--- src/rtl/rlcum_pkg.sv ---
package rlcum_pkg;

    localparam int ROW_W      = 32;
    localparam int ROW_BW     = 5;
    localparam int ROW_AW_MAX = 5;
    localparam int SN_FW      = 10;
    localparam int CNT_FW     = 11;
    localparam int TICK_W     = 16;

    localparam logic MODE_PDU  = 1'b0;
    localparam logic MODE_TICK = 1'b1;

    localparam logic [TICK_W-1:0] TICKS_RESET = 16'd1000;

    typedef struct packed {
        logic             mode;
        logic [SN_FW-1:0] seq_num;
    } item_t;

    typedef struct packed {
        logic              discarded;
        logic [SN_FW-1:0]  deliver_first;
        logic [CNT_FW-1:0] deliver_count;
        logic [SN_FW-1:0]  lowest_unreceived;
        logic [SN_FW-1:0]  highest_next;
        logic              timer_active;
    } result_t;

    typedef struct packed {
        logic                  we;
        logic [ROW_AW_MAX-1:0] addr;
        logic [ROW_W-1:0]      wdata;
    } mark_req_t;

    typedef struct packed {
        logic              found;
        logic [ROW_BW-1:0] first;
        logic [ROW_W-1:0]  cleared;
    } row_res_t;

endpackage

--- src/rtl/rlc_um_reordering_window_unit.sv ---
// channel   direction  handshake          payload
// item      in         start / busy       item.mode, item.seq_num
// result    out        done (one cycle)   result.* (six fields)
// config    in         cfg_we             cfg_data (t-Reordering ticks)
//
// an item is taken when start is high and busy low; one result follows per item:
// a pdu wraps an oversized seq_num, checks and marks its bit, scans the bitmap rows and clears
// delivered bits row by row (a discarded pdu stops early); an expiring tick scans from the trigger;
// the bitmap memory is single-port and the row unit is shared by the scan and the clear
// after reset a clearing pass writes every bitmap row with busy high
// done is high for exactly one cycle; the receiver cannot stall
module rlc_um_reordering_window_unit #(
    parameter int SN_SPACE = 1024,
    parameter int WINDOW   = 512
) (
    input  logic                          clk,
    input  logic                          rst_n,
    input  logic                          start,
    output logic                          busy,
    input  rlcum_pkg::item_t              item,
    output logic                          done,
    output rlcum_pkg::result_t            result,
    input  logic                          cfg_we,
    input  logic [rlcum_pkg::TICK_W-1:0]  cfg_data
);
    import rlcum_pkg::*;

    localparam int SW       = $clog2(SN_SPACE);
    localparam int ROWS     = (SN_SPACE + ROW_W - 1) / ROW_W;
    localparam int RW       = (ROWS > 1) ? $clog2(ROWS) : 1;
    localparam int KW       = $clog2(ROWS + 1);
    localparam int LW       = ROW_BW + 1;
    localparam int LAST_LEN = SN_SPACE - ROW_W * (ROWS - 1);
    localparam int EFF_WIN  = (WINDOW < SN_SPACE / 2) ? WINDOW : SN_SPACE / 2;

    localparam logic [SW:0]   SN_W   = (SW+1)'(SN_SPACE);
    localparam logic [SW:0]   COMP_W = (SW+1)'(SN_SPACE - EFF_WIN);
    localparam logic [SW-1:0] WIN_W  = SW'(EFF_WIN);

    typedef enum logic [3:0] {
        S_CLEAR, S_IDLE, S_REDUCE, S_CHECK, S_ADJ, S_SCAN_RD, S_SCAN_EV,
        S_TMR, S_CLR_RD, S_CLR_WR, S_DONE
    } state_t;

    function automatic logic [SW-1:0] add_mod(input logic [SW-1:0] a, input logic [SW:0] b);
        logic [SW:0] s;
        s = {1'b0, a} + b;
        if (s >= SN_W)
        begin
            s = s - SN_W;
        end
        return SW'(s);
    endfunction

    function automatic logic [SW-1:0] sub_mod(input logic [SW-1:0] a, input logic [SW-1:0] b);
        logic [SW:0] d;
        d = {1'b0, a} + SN_W - {1'b0, b};
        if (a >= b)
        begin
            d = {1'b0, a} - {1'b0, b};
        end
        return SW'(d);
    endfunction

    // position counted forward from the window base
    function automatic logic [SW-1:0] rel(input logic [SW-1:0] v, input logic [SW-1:0] h);
        return add_mod(sub_mod(v, h), COMP_W);
    endfunction

    function automatic logic [RW-1:0] row_of(input logic [SW-1:0] a);
        return RW'(a >> ROW_BW);
    endfunction

    function automatic logic [LW-1:0] len_of(input logic [RW-1:0] r);
        return (r == RW'(ROWS - 1)) ? LW'(LAST_LEN) : LW'(ROW_W);
    endfunction

    state_t             state_reg, state_next;
    logic [TICK_W-1:0]  ticks_reg, ticks_next;
    logic [SW-1:0]      low_reg, low_next;
    logic [SW-1:0]      high_reg, high_next;
    logic [SW-1:0]      trig_reg, trig_next;
    logic               trun_reg, trun_next;
    logic [TICK_W-1:0]  tleft_reg, tleft_next;
    logic [SW-1:0]      old_low_reg, old_low_next;
    logic [SN_FW-1:0]   x_reg, x_next;
    logic               kind_reg, kind_next;
    logic               drop_reg, drop_next;
    logic               outwin_reg, outwin_next;
    logic [SW-1:0]      scan_start_reg, scan_start_next;
    logic [RW-1:0]      scan_row_reg, scan_row_next;
    logic [KW-1:0]      k_reg, k_next;
    logic [SW-1:0]      pos_reg, pos_next;
    logic [SW-1:0]      rem_reg, rem_next;
    logic [RW-1:0]      clr_row_reg, clr_row_next;
    logic               done_reg, done_next;
    result_t            res_reg, res_next;

    mark_req_t          mreq;
    logic [ROW_W-1:0]   rd;
    logic [ROW_BW-1:0]  ru_lo;
    logic [LW-1:0]      ru_hi;
    row_res_t           rr;

    logic [SW-1:0]      x_sn;
    logic [ROW_BW-1:0]  x_bit;
    logic [SW-1:0]      rel_x;
    logic [SW-1:0]      rel_low;
    logic [SW-1:0]      rel_trig;
    logic               need_chk;
    logic [TICK_W-1:0]  tleft_dec;
    logic [TICK_W-1:0]  tstart;
    logic [ROW_BW-1:0]  sbit;
    logic [LW-1:0]      scan_len;
    logic [ROW_BW-1:0]  cbit;
    logic [LW-1:0]      clen;
    logic [LW-1:0]      avail;
    logic [LW-1:0]      clr_hi;
    logic [LW-1:0]      clr_n;
    logic [SW-1:0]      low_adj;
    logic               stop;
    logic               run_mid;

    rlcum_mark_mem #(
        .ROWS (ROWS)
    ) u_mem (
        .clk   (clk),
        .req   (mreq),
        .rdata (rd)
    );

    rlcum_row_unit u_row (
        .data (rd),
        .lo   (ru_lo),
        .hi   (ru_hi),
        .res  (rr)
    );

    assign x_sn      = x_reg[SW-1:0];
    assign x_bit     = x_sn[ROW_BW-1:0];
    assign rel_x     = rel(x_sn, high_reg);
    assign rel_low   = rel(low_reg, high_reg);
    assign rel_trig  = rel(trig_reg, high_reg);
    assign need_chk  = (rel_x > rel_low) && (rel_x < WIN_W);
    assign tleft_dec = (tleft_reg != '0) ? tleft_reg - 1'b1 : '0;
    assign tstart    = (ticks_reg != '0) ? ticks_reg : TICK_W'(1);
    assign sbit      = scan_start_reg[ROW_BW-1:0];
    assign scan_len  = len_of(scan_row_reg);
    assign cbit      = pos_reg[ROW_BW-1:0];
    assign clen      = len_of(row_of(pos_reg));
    assign avail     = clen - {1'b0, cbit};
    assign clr_hi    = (CNT_FW'(rem_reg) >= CNT_FW'(avail)) ? clen
                                                            : {1'b0, cbit} + LW'(rem_reg);
    assign clr_n     = clr_hi - {1'b0, cbit};
    assign low_adj   = (outwin_reg && rel_low >= WIN_W) ? add_mod(high_reg, COMP_W) : low_reg;
    assign stop      = trun_reg && ((rel_trig <= rel_low) ||
                                    (rel_trig >= WIN_W && trig_reg != high_reg));
    assign run_mid   = (kind_reg == MODE_PDU) ? (trun_reg && !stop) : 1'b0;

    // row unit operand select
    always_comb
    begin
        ru_lo = '0;
        ru_hi = scan_len;
        if (state_reg == S_CLR_WR)
        begin
            ru_lo = cbit;
            ru_hi = clr_hi;
        end
        else if (k_reg == '0)
        begin
            ru_lo = sbit;
        end
        else if (k_reg == KW'(ROWS))
        begin
            ru_hi = {1'b0, sbit};
        end
    end

    // bitmap port
    always_comb
    begin
        mreq.we    = 1'b0;
        mreq.addr  = ROW_AW_MAX'(row_of(pos_reg));
        mreq.wdata = '0;
        unique case (state_reg)
            S_CLEAR:
            begin
                mreq.we   = 1'b1;
                mreq.addr = ROW_AW_MAX'(clr_row_reg);
            end
            S_REDUCE:
            begin
                mreq.addr = ROW_AW_MAX'(row_of(x_sn));
            end
            S_CHECK:
            begin
                mreq.we    = !(need_chk && rd[x_bit]);
                mreq.addr  = ROW_AW_MAX'(row_of(x_sn));
                mreq.wdata = rd | (ROW_W'(1) << x_bit);
            end
            S_SCAN_RD, S_SCAN_EV:
            begin
                mreq.addr = ROW_AW_MAX'(scan_row_reg);
            end
            S_CLR_WR:
            begin
                mreq.we    = 1'b1;
                mreq.wdata = rr.cleared;
            end
            default:
            begin
                mreq.we = 1'b0;
            end
        endcase
    end

    always_comb
    begin
        state_next      = state_reg;
        ticks_next      = cfg_we ? cfg_data : ticks_reg;
        low_next        = low_reg;
        high_next       = high_reg;
        trig_next       = trig_reg;
        trun_next       = trun_reg;
        tleft_next      = tleft_reg;
        old_low_next    = old_low_reg;
        x_next          = x_reg;
        kind_next       = kind_reg;
        drop_next       = drop_reg;
        outwin_next     = outwin_reg;
        scan_start_next = scan_start_reg;
        scan_row_next   = scan_row_reg;
        k_next          = k_reg;
        pos_next        = pos_reg;
        rem_next        = rem_reg;
        clr_row_next    = clr_row_reg;
        done_next       = 1'b0;
        res_next        = res_reg;

        unique case (state_reg)
            S_CLEAR:
            begin
                clr_row_next = clr_row_reg + 1'b1;
                if (clr_row_reg == RW'(ROWS - 1))
                begin
                    state_next = S_IDLE;
                end
            end
            S_IDLE:
            begin
                if (start)
                begin
                    old_low_next = low_reg;
                    kind_next    = item.mode;
                    drop_next    = 1'b0;
                    x_next       = item.seq_num;
                    if (item.mode == MODE_PDU)
                    begin
                        state_next = S_REDUCE;
                    end
                    else if (trun_reg && tleft_dec == '0)
                    begin
                        // expiry: search from the trigger
                        tleft_next      = '0;
                        scan_start_next = trig_reg;
                        scan_row_next   = row_of(trig_reg);
                        k_next          = '0;
                        state_next      = S_SCAN_RD;
                    end
                    else
                    begin
                        if (trun_reg)
                        begin
                            tleft_next = tleft_dec;
                        end
                        state_next = S_DONE;
                    end
                end
            end
            S_REDUCE:
            begin
                if (CNT_FW'(x_reg) >= CNT_FW'(SN_SPACE))
                begin
                    x_next = SN_FW'(CNT_FW'(x_reg) - CNT_FW'(SN_SPACE));
                end
                else if (rel_x < rel_low)
                begin
                    drop_next  = 1'b1;
                    state_next = S_DONE;
                end
                else
                begin
                    state_next = S_CHECK;
                end
            end
            S_CHECK:
            begin
                if (need_chk && rd[x_bit])
                begin
                    drop_next  = 1'b1;
                    state_next = S_DONE;
                end
                else
                begin
                    outwin_next = (rel_x >= WIN_W);
                    if (rel_x >= WIN_W)
                    begin
                        high_next = add_mod(x_sn, (SW+1)'(1));
                    end
                    state_next = S_ADJ;
                end
            end
            S_ADJ:
            begin
                low_next        = low_adj;
                scan_start_next = low_adj;
                scan_row_next   = row_of(low_adj);
                k_next          = '0;
                state_next      = S_SCAN_RD;
            end
            S_SCAN_RD:
            begin
                state_next = S_SCAN_EV;
            end
            S_SCAN_EV:
            begin
                if (rr.found)
                begin
                    low_next   = SW'({scan_row_reg, rr.first});
                    state_next = S_TMR;
                end
                else if (k_reg == KW'(ROWS))
                begin
                    low_next   = scan_start_reg;
                    state_next = S_TMR;
                end
                else
                begin
                    k_next        = KW'(k_reg + 1'b1);
                    scan_row_next = (scan_row_reg == RW'(ROWS - 1)) ? '0
                                                                    : scan_row_reg + 1'b1;
                    state_next    = S_SCAN_RD;
                end
            end
            S_TMR:
            begin
                if (!run_mid && rel_low < WIN_W)
                begin
                    trun_next  = 1'b1;
                    tleft_next = tstart;
                    trig_next  = high_reg;
                end
                else
                begin
                    trun_next = run_mid;
                end
                pos_next   = old_low_reg;
                rem_next   = sub_mod(low_reg, old_low_reg);
                state_next = S_CLR_RD;
            end
            S_CLR_RD:
            begin
                if (rem_reg == '0)
                begin
                    state_next = S_DONE;
                end
                else
                begin
                    state_next = S_CLR_WR;
                end
            end
            S_CLR_WR:
            begin
                pos_next   = add_mod(pos_reg, (SW+1)'(clr_n));
                rem_next   = rem_reg - SW'(clr_n);
                state_next = S_CLR_RD;
            end
            S_DONE:
            begin
                done_next                  = 1'b1;
                res_next.discarded         = drop_reg;
                res_next.deliver_first     = SN_FW'(old_low_reg);
                res_next.deliver_count     = CNT_FW'(sub_mod(low_reg, old_low_reg));
                res_next.lowest_unreceived = SN_FW'(low_reg);
                res_next.highest_next      = SN_FW'(high_reg);
                res_next.timer_active      = trun_reg;
                state_next                 = S_IDLE;
            end
            default:
            begin
                state_next = S_IDLE;
            end
        endcase
    end

    always_ff @(posedge clk or negedge rst_n)
    begin
        if (!rst_n)
        begin
            state_reg      <= S_CLEAR;
            ticks_reg      <= TICKS_RESET;
            low_reg        <= '0;
            high_reg       <= '0;
            trig_reg       <= '0;
            trun_reg       <= 1'b0;
            tleft_reg      <= '0;
            old_low_reg    <= '0;
            x_reg          <= '0;
            kind_reg       <= MODE_PDU;
            drop_reg       <= 1'b0;
            outwin_reg     <= 1'b0;
            scan_start_reg <= '0;
            scan_row_reg   <= '0;
            k_reg          <= '0;
            pos_reg        <= '0;
            rem_reg        <= '0;
            clr_row_reg    <= '0;
            done_reg       <= 1'b0;
            res_reg        <= '0;
        end
        else
        begin
            state_reg      <= state_next;
            ticks_reg      <= ticks_next;
            low_reg        <= low_next;
            high_reg       <= high_next;
            trig_reg       <= trig_next;
            trun_reg       <= trun_next;
            tleft_reg      <= tleft_next;
            old_low_reg    <= old_low_next;
            x_reg          <= x_next;
            kind_reg       <= kind_next;
            drop_reg       <= drop_next;
            outwin_reg     <= outwin_next;
            scan_start_reg <= scan_start_next;
            scan_row_reg   <= scan_row_next;
            k_reg          <= k_next;
            pos_reg        <= pos_next;
            rem_reg        <= rem_next;
            clr_row_reg    <= clr_row_next;
            done_reg       <= done_next;
            res_reg        <= res_next;
        end
    end

    assign busy   = (state_reg != S_IDLE);
    assign done   = done_reg;
    assign result = res_reg;

    a_done_idle: assert property (@(posedge clk) disable iff (!rst_n)
        done |-> !busy)
        else $error("result shown while an item is in progress");

    a_accept_busy: assert property (@(posedge clk) disable iff (!rst_n)
        (start && !busy) |=> busy)
        else $error("accepted item did not start processing");

    a_timer_left: assert property (@(posedge clk) disable iff (!rst_n)
        (state_reg == S_IDLE && trun_reg) |-> (tleft_reg != '0))
        else $error("timer running with no ticks left");

    a_scan_bound: assert property (@(posedge clk) disable iff (!rst_n)
        (state_reg == S_SCAN_EV) |-> (k_reg <= KW'(ROWS)))
        else $error("bitmap scan ran past a full lap");

    a_count_range: assert property (@(posedge clk) disable iff (!rst_n)
        done |-> (result.deliver_count < CNT_FW'(SN_SPACE)))
        else $error("delivery range longer than the sequence space");

endmodule

--- src/rtl/rlcum_mark_mem.sv ---
module rlcum_mark_mem #(
    parameter int ROWS = 32
) (
    input  logic                         clk,
    input  rlcum_pkg::mark_req_t         req,
    output logic [rlcum_pkg::ROW_W-1:0]  rdata
);
    import rlcum_pkg::*;

    localparam int RW = (ROWS > 1) ? $clog2(ROWS) : 1;

    logic [ROW_W-1:0] mem [ROWS];
    logic [ROW_W-1:0] rdata_reg;

    always_ff @(posedge clk)
    begin
        if (req.we)
        begin
            mem[req.addr[RW-1:0]] <= req.wdata;
        end
        rdata_reg <= mem[req.addr[RW-1:0]];
    end

    assign rdata = rdata_reg;

endmodule

--- src/rtl/rlcum_row_unit.sv ---
module rlcum_row_unit (
    input  logic [rlcum_pkg::ROW_W-1:0]  data,
    input  logic [rlcum_pkg::ROW_BW-1:0] lo,
    input  logic [rlcum_pkg::ROW_BW:0]   hi,
    output rlcum_pkg::row_res_t          res
);
    import rlcum_pkg::*;

    logic [ROW_W-1:0] mask;
    logic [ROW_W-1:0] cand;

    always_comb
    begin
        for (int i = 0; i < ROW_W; i++)
        begin
            mask[i] = ((ROW_BW+1)'(i) >= {1'b0, lo}) && ((ROW_BW+1)'(i) < hi);
        end
        cand = ~data & mask;
    end

    // lowest unmarked position inside the range
    always_comb
    begin
        res.found   = |cand;
        res.first   = '0;
        res.cleared = data & ~mask;
        for (int i = ROW_W - 1; i >= 0; i--)
        begin
            if (cand[i])
            begin
                res.first = ROW_BW'(i);
            end
        end
    end

endmodule
--- config.mk ---
export PLATFORM = sky130hd
export DESIGN_NAME = rlc_um_reordering_window_unit
export DESIGN_NICKNAME = d
export VERILOG_FILES = /design/src/rtl/rlcum_pkg.sv /design/src/rtl/rlc_um_reordering_window_unit.sv /design/src/rtl/rlcum_mark_mem.sv /design/src/rtl/rlcum_row_unit.sv
export SDC_FILE = /design/constraint.sdc
export NUM_CORES = 2
export LEC_CHECK = 0
export ABC_AREA = 1
export ABC_CLOCK_PERIOD_IN_PS = 10900
export BUFFER_PORTS_ARGS = -buffer_cell sky130_fd_sc_hd__buf_2
export CAP_MARGIN = 0
export CORE_ASPECT_RATIO = 0.75
export CORE_MARGIN = 2
export CORE_UTILIZATION = 35
export DETAILED_ROUTE_END_ITERATION = 6
export GPL_TIMING_DRIVEN = 0
export PLACE_DENSITY = 0.55
export SLEW_MARGIN = 20
export SYNTH_ARGS = -nofsm -noshare
export SYNTH_HDL_FRONTEND = slang
export SYNTH_SLANG_ARGS = --single-unit
--- constraint.sdc ---
create_clock -name clk -period 10.9 [get_ports clk]
set_input_delay 0.545 -clock clk [delete_from_list [all_inputs] [get_ports clk]]
set_output_delay 0.545 -clock clk [all_outputs]
set_load 0.01 [all_outputs]
==> summary.txt <==
Slew headroom = 15.3%
Distinct cells, synth = 76
Hold Vio Cnt, Final = 0
Setup bufs post-CTS = 0
Final period util = 65.7%
Tmin final = 7.16 ns
Chip height = 337 um
Initial DRC count = 5841
CP arrival = 7.67 ns
Startpoint Class = register
Num rows = 122
Clock tree buffer depth = 3
Largest net degree at the start of global routing = 94
Area contributors post-synth = edfxtp_1 (59%), dfrtp_1 (8.4%), a22oi_1 (7.5%)
WL/cell = 28.7 um
DPL Wire Length = 130 mm
DIE AREA = 151000 um^2
Worst-path clk slew = 0.06 ns
Total GRT Usage = 24.2%
Largest family of logic cells by synthesized area = compound AO/OA/AOI/OAI gates
GPL Wtd Cong = 0.943
Syn. warnings = 0
Num CTS Buffers = 121
Fraction of layout cells with a size suffix above 1 = 12.7%
Ys flop type = edfxtp_1
Synth top area share = 59.3%
CP bufs+invs = 5
FFs w/ async S/R, synth = 14.5%
Clk root buf = clkbuf_16
Clock sinks = 1235
Complex-gate fraction of the synthesized area = 15.5%
RSZ-0062 raised after global routing = false
Syn Area/Cell = 12.8 um^2
Critical path fanouts, max = 13
Number of vias per cell = 5.75
Drt first pass iters = 7
Max-slew violations = 0
Critical path's slowest cell = nand2_1
Antenna violations before repair = 5
Final TNS setup = 0 ns
Worst path required time = 11.40 ns
Ant diodes = 0
CP peak stage delay = 0.72 ns
Port bufs = 73
Share of the yosys chip area belonging to registers = 69.2%
Maxcap violations = 0
Worst clock skew = 0.0542 ns
Via count = 37200
Final nets = 4515
Endpoints failing setup = 0
Vias in the first global route = 34900
Core region area = 147000 um^2
Area leader, netlist = edfxtp_1
Xor and xnor area share after synthesis = 1.03%
Min-Delay Path Class = in -> reg
Post-synthesis mux area share = 0.282%
Simple-Gate Fraction of Synth Area = 7.68%
First-pass GRT wire length = 260 mm
CTS tree = built
Type of the worst setup path = reg -> reg
Adder-cell share of the synthesized area = 2.65%
Htree depth = 3
Worst skew pair latency = 0.78 ns
I/O pin cnt = 76
Peak Freq = 0.140 GHz
Cell repeated most along the worst path = nand2_1
Worst setup EP type = register
Cells after Synth = 4065
DRT Wirelength = 186 mm
Gr ovfl total = 0
Delay-heaviest family, CP = simple AND/OR/NAND/NOR gates
Remaining DRCs = 0
Number of flip-flops in the largest register = 1024
Post-DRT Antenna Nets = 0
Measured slew at the worst slew-check pin = 1.26 ns
Die W = 448 um
Post-Syn Area = 51800 um^2
Syn_nets = 4201
Post-synth EDFFs = 1024
Initial core utilization = 35.2%
P&R area growth vs syn = 19.3%
Status = finished, final reports clean
Synthesized flop and latch total = 1235
[layer usage]
| layer | GRT usage, % | share of wire [%] | up-vias | wire length, um |
|---|---|---|---|---|
| li1 | - | - | 15900 | - |
| met1 | 37.1 | 45 | 19000 | 82800 |
| met2 | 33.3 | 41 | 2036 | 75500 |
| met3 | 6.00 | 12 | 325 | 21500 |
| met4 | 7.43 | 3.3 | 0 | 6080 |
| met5 | 0 | 0 | - | 0 |
[worst register-to-register path: stages, from the launching register on]
cell      delay (ns)
dfrtp_1         0.38
inv_1           0.35
ha_1            0.32
nand3_1         0.08
nand2_1         0.08
a21oi_1         0.26
o21bai_1        0.15
nand2_1         0.08
nand2_1         0.05
a21oi_1         0.22
inv_1           0.06
a21oi_1         0.13
o21bai_1        0.09
xnor2_1         0.50
inv_1           0.28
ha_1            0.39
nand4_1         0.15
nor4_1          0.38
o21a_1          0.22
nor2_1          0.07
a311oi_1        0.42
nand3_1         0.13
nand2_1         0.22
nand3_1         0.37
nand2_1         0.73
nor2_4          0.33
buf_16          0.27
buf_16          0.19
[timing repair]
action                    4_1_cts  5_1_grt
resized for setup               0        0
hold buffers                   14        0
hold endpoints to repair       93        0
[Yosys cell counts (all sizes together), types with 25 or more instances]
cell and n:
dfxtp 32, buf 25, clkbuf 171, edfxtp 1024, inv 292, nor2 207
nor4 41, o21ai 241, a21oi 344, a22oi 519, xor2 47, nand3 71
or2 28, nor3 54, nand2 480, dfrtp 173, ha 97
[cells by family after synthesis]
kind of cell | Yosys count
AO/OA/AOI/OAI | 1246
flip-flops | 1235
AND/OR/NAND/NOR | 908
buffers and inverters | 496
adder cells (fa/ha/maj) | 105
XOR/XNOR | 61
multiplexers | 13
other | 1
[worst paths after layout]
| kind | cells after the start | slack [ns] | startpoint | endpoint |
|---|---|---|---|---|
| min in group asynchronous | 2 | 0.39 | rst_n | tleft_reg[13] |
| setup / recovery | 27 | 3.74 | high_reg[1] | u_mem.mem[22][22] |
| setup reg to reg | 27 | 3.74 | high_reg[1] | u_mem.mem[22][22] |
| hold / removal | 3 | 0.03 | item[6] | x_reg[6] |
| hold reg to reg | 2 | 0.47 | result[32] | result[32] |
| max in group asynchronous | 3 | 9.49 | rst_n | k_reg[1] |
[stage by stage]
step	cell area (um^2)	hold slack, ns	std cells	worst slack (ns)	util [%]
global placement	54700	0.458	6122	1.37	37.1
global route	61800	0.0264	6472	3.42	42.0
CTS	61800	0.000166	6472	3.85	42.0
floorplan	51800	0.249	4065	5.67	-
finish	61800	0.0332	6472	3.74	42.0
detailed placement	57600	0.460	6226	3.91	39.1
[cell usage in the layout (no fill, tap or decap), drive strengths merged, types with 11 or more instances in the layout]
cell type | Yosys | layout
o32ai | 11 | 11
a211oi | 19 | 19
nor2 | 207 | 207
inv | 292 | 297
nand4 | 20 | 20
a22oi | 519 | 519
o21ai | 241 | 241
o211ai | 16 | 16
dfxtp | 32 | 32
or2 | 28 | 28
bufinv | 0 | 11
a21oi | 344 | 344
nand3 | 71 | 71
buf | 25 | 202
a31oi | 21 | 21
mux2 | 13 | 13
edfxtp | 1024 | 1024
clkinv | 8 | 59
xor2 | 47 | 47
dlygate4sd3 | 0 | 14
ha | 97 | 97
clkbuf | 171 | 334
nand2 | 480 | 480
dfrtp | 173 | 173
nor4 | 41 | 41
nor3 | 54 | 54
xnor2 | 14 | 14
[cell type report]
| type | instances | area (um^2) |
|---|---|---|
| buffer | 196 | 792 |
| clock buffer | 163 | 3300 |
| clock inverter | 69 | 722 |
| fill | 13500 | 85500 |
| inverter | 300 | 1130 |
| multi-input combinational | 2334 | 14700 |
| sequential | 1235 | 35900 |
| tap | 1984 | 2480 |
| timing repair buffer | 191 | 2780 |
Power is left out: the tool's default activity adds up to more than one toggle a clock period on the data nets, which glitch-free logic cannot reach.
